File: config.mk
export PLATFORM = sky130hd
export DESIGN_NAME = motion_action_queue_ramp_core
export DESIGN_NICKNAME = d
export VERILOG_FILES = /design/src/hw/rtl/maqr_pkg.sv /design/src/hw/rtl/motion_action_queue_ramp_core.sv /design/src/hw/rtl/maqr_ram.sv
export SDC_FILE = /design/constraint.sdc
export NUM_CORES = 2
export LEC_CHECK = 0
export ABC_AREA = 1
export BUFFER_PORTS_ARGS = -buffer_cell sky130_fd_sc_hd__buf_2
export CAP_MARGIN = 40
export CORE_UTILIZATION = 70
export CTS_BUF_LIST = sky130_fd_sc_hd__clkbuf_8
export DETAILED_ROUTE_END_ITERATION = 6
export PLACE_DENSITY = 0.88
export SETUP_SLACK_MARGIN = 0.15
export SYNTH_ARGS = -nofsm -noshare
export SYNTH_HDL_FRONTEND = slang
export SYNTH_SLANG_ARGS = --single-unit
File: constraint.sdc
create_clock -name clk -period 23.6 [get_ports clk]
set_clock_uncertainty 0.05 [all_clocks]
set_input_delay 2.36 -clock clk [delete_from_list [all_inputs] [get_ports clk]]
set_output_delay 2.36 -clock clk [all_outputs]
set_load 0.05 [all_outputs]
File: src/hw/rtl/maqr_pkg.sv
package maqr_pkg;

  localparam int QUEUE_DEPTH_DEFAULT = 8;

  // item codes on the action input
  localparam logic ACT_PUSH = 1'b0;
  localparam logic ACT_TICK = 1'b1;

  typedef enum logic [1:0] {
    KIND_ACCEL    = 2'd0,
    KIND_MOVE_TO  = 2'd1,
    KIND_MOVE_BY  = 2'd2,
    KIND_RUN_TIME = 2'd3
  } kind_t;

  // one queued motion action
  typedef struct packed {
    kind_t              kind;
    logic        [14:0] accel;
    logic signed [15:0] speed;
    logic signed [31:0] pos;
    logic        [31:0] run_ms;
  } entry_t;

  localparam int ENTRY_W = $bits(entry_t);

  localparam logic signed [15:0] SPEED_MAX = 16'sh7fff;
  localparam logic signed [15:0] SPEED_MIN = -16'sh8000;

endpackage

File: src/hw/rtl/motion_action_queue_ramp_core.sv
// Motion action queue with a linear speed ramp. Push items (action = 0) append
// one motion action (accelerate, move to, move by, run for time) to a circular
// queue of QUEUE_DEPTH entries and are refused when the queue is full. Tick
// items (action = 1) carry the elapsed milliseconds and the measured position
// and work on the head action: its first tick latches target speed, signed
// acceleration, absolute target position and travel direction (elapsed time
// counts as zero on that tick), later ticks ramp the commanded speed by
// acceleration times elapsed time and clamp at the target. A finished action
// is popped and counted. Every item yields exactly one result. The block takes
// one item per clock cycle unless an unread result stalls it; the update is a
// 17x17 multiply, one add and the clamps between the input handshake and the
// result register. The queue lives in a RAM with a registered read port that
// always prefetches the next head entry, with a write bypass for a push into an
// empty queue, so no item waits on the read. Nothing needs clearing after reset.
module motion_action_queue_ramp_core #(
  parameter int QUEUE_DEPTH = maqr_pkg::QUEUE_DEPTH_DEFAULT
) (
  input  logic               clk,
  input  logic               rst,
  // item channel
  input  logic               in_valid,
  output logic               in_ready,
  input  logic               action,
  input  logic [1:0]         act_type,
  input  logic [14:0]        act_accel,
  input  logic signed [15:0] act_speed,
  input  logic signed [31:0] act_pos,
  input  logic [31:0]        act_run_ms,
  input  logic [15:0]        elapsed_ms,
  input  logic signed [31:0] motor_pos,
  // result channel
  output logic               out_valid,
  input  logic               out_ready,
  output logic signed [15:0] speed_cmd,
  output logic               push_accepted,
  output logic               action_done,
  output logic [1:0]         done_kind,
  output logic [3:0]         queue_count,
  output logic               queue_empty,
  output logic [15:0]        completed_total
);

  localparam int AW = $clog2(QUEUE_DEPTH);
  localparam int CW = $clog2(QUEUE_DEPTH + 1);

  // queue bookkeeping
  logic [AW-1:0] head_ptr, head_ptr_next;
  logic [AW-1:0] tail_ptr, tail_ptr_next;
  logic [CW-1:0] entry_count, entry_count_next;

  // head action working state
  logic                      head_started, head_started_next;
  maqr_pkg::kind_t           work_kind, work_kind_next;
  logic signed [16:0]        work_accel, work_accel_next;
  logic signed [15:0]        work_target_speed, work_target_speed_next;
  logic signed [31:0]        work_target_pos, work_target_pos_next;
  logic [31:0]               work_remaining_ms, work_remaining_ms_next;
  logic                      ramp_upward, ramp_upward_next;
  logic                      travel_upward, travel_upward_next;
  logic signed [15:0]        cur_speed, cur_speed_next;
  logic [15:0]               done_counter, done_counter_next;

  logic in_fire;
  logic push_ok, tick_ok, done;

  // head entry prefetch and bypass
  maqr_pkg::entry_t new_entry, head_entry, byp_data;
  logic [maqr_pkg::ENTRY_W-1:0] ram_rdata;
  logic byp_valid;

  assign in_ready = !out_valid || out_ready;
  assign in_fire  = in_valid && in_ready;

  assign new_entry.kind   = maqr_pkg::kind_t'(act_type);
  assign new_entry.accel  = act_accel;
  assign new_entry.speed  = act_speed;
  assign new_entry.pos    = act_pos;
  assign new_entry.run_ms = act_run_ms;

  assign push_ok = in_fire && (action == maqr_pkg::ACT_PUSH) &&
                   (entry_count < CW'(QUEUE_DEPTH));
  assign tick_ok = in_fire && (action == maqr_pkg::ACT_TICK) && (entry_count != '0);

  // read address follows the head after this cycle so the entry is ready next cycle
  maqr_ram #(
    .WIDTH(maqr_pkg::ENTRY_W),
    .DEPTH(QUEUE_DEPTH)
  ) u_store (
    .clk  (clk),
    .we   (push_ok),
    .waddr(tail_ptr),
    .wdata(new_entry),
    .raddr(head_ptr_next),
    .rdata(ram_rdata)
  );

  assign head_entry = byp_valid ? byp_data : maqr_pkg::entry_t'(ram_rdata);

  always_ff @(posedge clk) begin
    if (rst) begin
      byp_valid <= 1'b0;
    end else begin
      byp_valid <= push_ok && (tail_ptr == head_ptr_next);
    end
    byp_data <= new_entry;
  end

  // effective per-tick values: latched from the head entry on its first tick
  logic                      start;
  maqr_pkg::kind_t           kind;
  logic [15:0]               el;
  logic signed [15:0]        tgt0, tgt1;
  logic signed [16:0]        acc0, acc_mag;
  logic                      ru0;
  logic signed [31:0]        tpos0;
  logic                      tu0;
  logic [31:0]               rem0;
  logic signed [16:0]        start_mag;
  logic signed [33:0]        prod;
  logic signed [34:0]        ns, ns_clamp;
  logic signed [15:0]        ramp_speed;
  logic                      ramping;
  logic                      flip;

  always_comb begin
    start = !head_started;
    kind  = start ? head_entry.kind : work_kind;
    el    = start ? 16'd0 : elapsed_ms;
    tgt0  = start ? head_entry.speed : work_target_speed;
    rem0  = start ? head_entry.run_ms : work_remaining_ms;

    start_mag = $signed({2'b00, head_entry.accel});
    if (start) begin
      ru0 = (cur_speed < tgt0);
      if (cur_speed < tgt0) begin
        acc0 = start_mag;
      end else if (cur_speed > tgt0) begin
        acc0 = -start_mag;
      end else begin
        acc0 = '0;
      end
    end else begin
      ru0  = ramp_upward;
      acc0 = work_accel;
    end

    if (start) begin
      unique case (head_entry.kind)
        maqr_pkg::KIND_MOVE_TO: tpos0 = head_entry.pos;
        maqr_pkg::KIND_MOVE_BY: tpos0 = head_entry.pos + motor_pos;
        default:                tpos0 = motor_pos;
      endcase
      tu0 = !(motor_pos > tpos0);
    end else begin
      tpos0 = work_target_pos;
      tu0   = travel_upward;
    end
  end

  // ramp: speed + accel * elapsed, clamp at target, saturate to 16 bits
  always_comb begin
    ramping = (cur_speed != tgt0);
    prod    = acc0 * $signed({1'b0, el});
    ns      = 35'(cur_speed) + 35'(prod);
    ns_clamp = ns;
    if (!ru0) begin
      if (ns <= 35'(tgt0)) ns_clamp = 35'(tgt0);
    end else begin
      if (ns >= 35'(tgt0)) ns_clamp = 35'(tgt0);
    end
    if (ns_clamp > 35'(maqr_pkg::SPEED_MAX)) begin
      ramp_speed = maqr_pkg::SPEED_MAX;
    end else if (ns_clamp < 35'(maqr_pkg::SPEED_MIN)) begin
      ramp_speed = maqr_pkg::SPEED_MIN;
    end else begin
      ramp_speed = ns_clamp[15:0];
    end
    cur_speed_next = ramping ? ramp_speed : cur_speed;
  end

  // completion, move direction flips, run time countdown
  always_comb begin
    done   = !ramping && (kind == maqr_pkg::KIND_ACCEL);
    flip   = 1'b0;
    tgt1   = tgt0;
    rem1_calc: begin end
    work_remaining_ms_next = rem0;
    unique case (kind)
      maqr_pkg::KIND_MOVE_TO, maqr_pkg::KIND_MOVE_BY: begin
        if (!tu0) begin
          if (motor_pos <= tpos0) begin
            done = 1'b1;
          end else if (tgt0 > 16'sd0) begin
            flip = 1'b1;
            tgt1 = -tgt0;
          end
        end else begin
          if (motor_pos >= tpos0) begin
            done = 1'b1;
          end else if (tgt0 < 16'sd0) begin
            flip = 1'b1;
            tgt1 = (tgt0 == maqr_pkg::SPEED_MIN) ? maqr_pkg::SPEED_MAX : -tgt0;
          end
        end
      end
      maqr_pkg::KIND_RUN_TIME: begin
        if (32'(el) >= rem0) begin
          done = 1'b1;
        end else begin
          work_remaining_ms_next = rem0 - 32'(el);
        end
      end
      default: begin
      end
    endcase
  end

  // re-aim the ramp after a flip, from the speed just commanded
  always_comb begin
    acc_mag          = acc0[16] ? -acc0 : acc0;
    work_accel_next  = acc0;
    ramp_upward_next = ru0;
    if (flip) begin
      if (cur_speed_next < tgt1) begin
        ramp_upward_next = 1'b1;
        work_accel_next  = acc_mag;
      end else if (cur_speed_next > tgt1) begin
        ramp_upward_next = 1'b0;
        work_accel_next  = -acc_mag;
      end else begin
        work_accel_next  = '0;
      end
    end
    work_target_speed_next = tgt1;
    work_target_pos_next   = tpos0;
    travel_upward_next     = tu0;
    work_kind_next         = kind;
    head_started_next      = !done;
  end

  // queue pointers and counters
  always_comb begin
    head_ptr_next     = head_ptr;
    tail_ptr_next     = tail_ptr;
    entry_count_next  = entry_count;
    done_counter_next = done_counter;
    if (push_ok) begin
      tail_ptr_next    = (tail_ptr == AW'(QUEUE_DEPTH - 1)) ? '0 : tail_ptr + 1'b1;
      entry_count_next = entry_count + 1'b1;
    end else if (tick_ok && done) begin
      head_ptr_next     = (head_ptr == AW'(QUEUE_DEPTH - 1)) ? '0 : head_ptr + 1'b1;
      entry_count_next  = entry_count - 1'b1;
      done_counter_next = done_counter + 1'b1;
    end
  end

  logic [CW+3:0] count_ext;
  assign count_ext = {4'b0000, entry_count_next};

  always_ff @(posedge clk) begin
    if (rst) begin
      head_ptr          <= '0;
      tail_ptr          <= '0;
      entry_count       <= '0;
      cur_speed         <= '0;
      head_started      <= 1'b0;
      work_kind         <= maqr_pkg::KIND_ACCEL;
      work_accel        <= '0;
      work_target_speed <= '0;
      work_target_pos   <= '0;
      work_remaining_ms <= '0;
      ramp_upward       <= 1'b0;
      travel_upward     <= 1'b1;
      done_counter      <= '0;
      out_valid         <= 1'b0;
    end else begin
      head_ptr     <= head_ptr_next;
      tail_ptr     <= tail_ptr_next;
      entry_count  <= entry_count_next;
      done_counter <= done_counter_next;
      // hold the head working state unless a tick works on it
      if (tick_ok) begin
        cur_speed         <= cur_speed_next;
        head_started      <= head_started_next;
        work_kind         <= work_kind_next;
        work_accel        <= work_accel_next;
        work_target_speed <= work_target_speed_next;
        work_target_pos   <= work_target_pos_next;
        work_remaining_ms <= work_remaining_ms_next;
        ramp_upward       <= ramp_upward_next;
        travel_upward     <= travel_upward_next;
      end
      if (in_fire) begin
        out_valid <= 1'b1;
      end else if (out_ready) begin
        out_valid <= 1'b0;
      end
    end
  end

  // result register: load on every accepted transfer
  always_ff @(posedge clk) begin
    if (in_fire) begin
      speed_cmd       <= tick_ok ? cur_speed_next : cur_speed;
      push_accepted   <= push_ok;
      action_done     <= tick_ok && done;
      done_kind       <= (tick_ok && done) ? kind : maqr_pkg::KIND_ACCEL;
      queue_count     <= count_ext[3:0];
      queue_empty     <= (entry_count_next == '0);
      completed_total <= done_counter_next;
    end
  end

endmodule

File: src/hw/rtl/maqr_ram.sv
module maqr_ram #(
  parameter int WIDTH = 8,
  parameter int DEPTH = 8
) (
  input  logic                     clk,
  input  logic                     we,
  input  logic [$clog2(DEPTH)-1:0] waddr,
  input  logic [WIDTH-1:0]         wdata,
  input  logic [$clog2(DEPTH)-1:0] raddr,
  output logic [WIDTH-1:0]         rdata
);

  logic [WIDTH-1:0] mem [DEPTH];

  always_ff @(posedge clk) begin
    if (we) begin
      mem[waddr] <= wdata;
    end
    rdata <= mem[raddr];
  end

endmodule
==> results.yml <==
routing:
  drt-pass1-iter-count: 7
  via_per_inst: 5.800
  routed_wl_microns: 196000
  wire_per_inst_microns: 19.86
  drt_iter0_drc: 7332
  ant_nets: 0
  drc: 0
  vias: 57270
critical_path:
  endpoint_kind: "flop"
  path_max_fanout: 75
  critPathArrivalTime_ps: 18220
  crit_top_cell: "nand2_1"
  critical_path_required_ps: 24370
  cp_slowest_cell: "nand2_2"
  cp-start-kind: "flop"
  path_class: "flop to flop"
  critPathMaxStageDelay_ps: 770
yosys:
  synth.area.top_cells: "edfxtp_1, nand2_1, dfxtp_1"
  synth_top_area_frac: 0.3542
  synth-seq-cells: 1157
  yosysMostFrequentCell: "nand2_1"
  yosysTopAreaCell: "edfxtp_1"
  seq_area_frac_synth: 0.4524
  syn_inst: 8275
  syn_area_sq_um: 69270
  yosysWarnings: 0
  async_flop_share: 0
  synthFlopType: "edfxtp_1"
  synth_common_cells: "nand2_1, inv_1, edfxtp_1, nand3_1, dfxtp_1"
  synth_nets: 9009
  synth_cell_types: 66
  synth-edff-count: 817
  synth.avg_cell_area_sq_um: 8.371
finish:
  nFillCells: 6495
  fin_cells: 9873
  final_nets: 9132
  drive_gt1_frac: 0.07900
  syn2layout_area_growth_pct: 8.127
placement:
  dp_cells: 9504
  port_buffers: 192
  dpl_worst_slack_ps: 6428
  globalplace.congestion: 0.9851
  dp_hpwl_microns: 129200
pwr:
  p_seq_frac: 0.248
  pwr-share-clk: 0.169
  peakVddDrop_v: 0.0001575
  power_per_cell_area_nw_per_um2: 131.4
  netSwitchingPower_mw: 4.921
  internal_power_mw: 4.924
  comb_power_share: 0.583
  p_leak_nw: 37.01
  p_sw_frac: 0.4998
timing:
  slew_viol_final: 0
  fin_crit_sh: 0.7393
  tns_ps: 0
  setup-violations-final: 0
  layout_setup_ws_ps: 6154
  rsz0062_at_grt: "no"
  max_slew.worst_pin.slew_ps: 1061
  hold_viol_final: 0
  maxSlewHeadroom: 0.2929
  fmax_ghz: 0.05732
  min_period_ps: 17450
floorplanning:
  die_h_microns: 316.6
  die_area_sq_um: 100200
  initial_core_util: 0.7048
  core-area_sq_um: 98280
  io_pins: 193
  core.rowCount: 115
  die_x_microns: 316.6
clock_tree:
  ctsHoldBuffers: 0
  cts_tree: "done"
  cts_buffers: 179
  cts.clk_slew.worst_paths_ps: 60
  cts_root_buffer: "clkbuf_8"
  cts_resized: 0
  post_cts_buffers: 0
  htree_levels: 4
  clock-sinks: 1157
  cts_buffer_depth: 3
  clkLatencyLatePin_ps: 890
global_route:
  overflow: 0
  grt_antenna_before_repair: 33
  grt_use_total: 0.3895
  grt_max_degree: 220
  grt_pass1_wl_microns: 300600
  first_global_vias: 55900
status:
  status: "finished, final reports clean"
job:
  max_cap_viol_count: 0
min_path:
  hold_path.class: "flop to flop"
[worst paths after layout]
| check | slack [ps] | cells past startpoint | startpoint | to |
|---|---|---|---|---|
| setup / recovery | 6150 | 67 | head_started | work_accel[3] |
| hold / removal | 420 | 2 | work_remaining_ms[15] | work_remaining_ms[15] |
| setup reg to reg | 6150 | 67 | head_started | work_accel[3] |
| hold reg to reg | 420 | 2 | work_remaining_ms[15] | work_remaining_ms[15] |
[sequential cells by signal (all words and copies together) (netlist names), 16 cells and up]
signal / count
u_store.mem: 776
byp_data: 97
u_store.rdata: 97
work_remaining_ms: 32
work_target_pos: 32
work_accel: 17
completed_total: 16
cur_speed: 16
done_counter: 16
speed_cmd: 16
work_target_speed: 16
[power by group through the flow]
stage	registers, mW	clock network, mW	logic (mW)
2_1_floorplan	2.48	0	4.03
3_3_place_gp	2.47	0	5.37
3_5_place_dp	2.47	0	5.53
4_1_cts	2.43	1.67	5.59
5_1_grt	2.45	1.76	6.33
6_report	2.44	1.67	5.74
[per-layer routing]
layer / track usage / vias to the layer above / share of wire / routed length [microns]
li1: - / 26320 / - / -
met1: 0.5033 / 26750 / 0.38 / 73630
met2: 0.6248 / 3542 / 0.47 / 92070
met3: 0.08672 / 644 / 0.11 / 22410
met4: 0.1885 / 16 / 0.040 / 7822
met5: 0 / - / 0.00054 / 105
[layout by cell type (no fill, tap or decap), drive strengths merged, types with 4 or more instances in the layout]
| cell type | netlist | routed |
|---|---|---|
| edfxtp | 817 | 817 |
| nor3 | 58 | 58 |
| ha | 282 | 282 |
| bufinv | 0 | 5 |
| a221oi | 4 | 4 |
| o221ai | 16 | 16 |
| inv | 1639 | 1727 |
| and2 | 6 | 6 |
| o21a | 9 | 9 |
| nand2 | 2506 | 2506 |
| a21oi | 323 | 323 |
| diode | 0 | 29 |
| o211ai | 78 | 78 |
| xnor2 | 42 | 42 |
| nor4 | 21 | 21 |
| clkbuf | 135 | 198 |
| nand4 | 45 | 45 |
| o21bai | 6 | 6 |
| xor2 | 71 | 71 |
| a31oi | 8 | 8 |
| o22a | 5 | 5 |
| fa | 302 | 302 |
| o21ai | 306 | 306 |
| clkinv | 8 | 56 |
| buf | 187 | 264 |
| nor2 | 338 | 338 |
| or2 | 57 | 57 |
| nand3 | 628 | 628 |
| nand3b | 6 | 6 |
| dfxtp | 340 | 340 |
[through the flow]
step / cell area (sq um) / total power [mW] / hold WS (ps) / utilization
finish: 74900 / 9.845 / 418.3 / 0.7621
global route: 74870 / 10.54 / 435.7 / 0.7619
CTS: 74830 / 9.689 / 415.2 / 0.7614
detailed placement: 71250 / 8.001 / 406.0 / 0.7250
global placement: 70830 / 7.836 / 393.9 / 0.7207
floorplan: 69270 / 6.518 / 379.2 / -
[cells by family (layout without fill, tap and decap cells)]
| group | count (synthesis) | count (layout) | share of synthesized area |
|---|---|---|---|
| xor+xnor | 113 | 113 | 0.01440 |
| other cells | 0 | 29 | 0 |
| simple gates | 3671 | 3671 | 0.2196 |
| compound gates | 781 | 781 | 0.06355 |
| buf+inv | 1969 | 2251 | 0.1118 |
| fa+ha+maj | 584 | 584 | 0.1382 |
| flops | 1157 | 1157 | 0.4524 |
[worst max-delay path: cells and delay by family (launching register included)]
kind,cells,cell delay (ps)
AND/OR/NAND/NOR,32,6230
XOR/XNOR,2,660
AO/OA/AOI/OAI,9,1470
adder cells (fa/ha/maj),10,4440
flip-flops,1,480
buffers and inverters,14,3950
[area by class of cell]
class | count | area [sq um] | area share
Clock buffer | 198 | 2725 | 0.03638
Timing Repair Buffer | 264 | 1812 | 0.02419
Multi-Input combinational cell | 5149 | 30280 | 0.4043
Antenna cell | 29 | 72.57 | 0.0009689
Tap cell | 1287 | 1610 | 0.02150
Inverter | 1647 | 6200 | 0.08278
Sequential cell | 1157 | 31350 | 0.4185
Clock inverter | 142 | 854.6 | 0.01141
(Power assumes the default switching activity.)
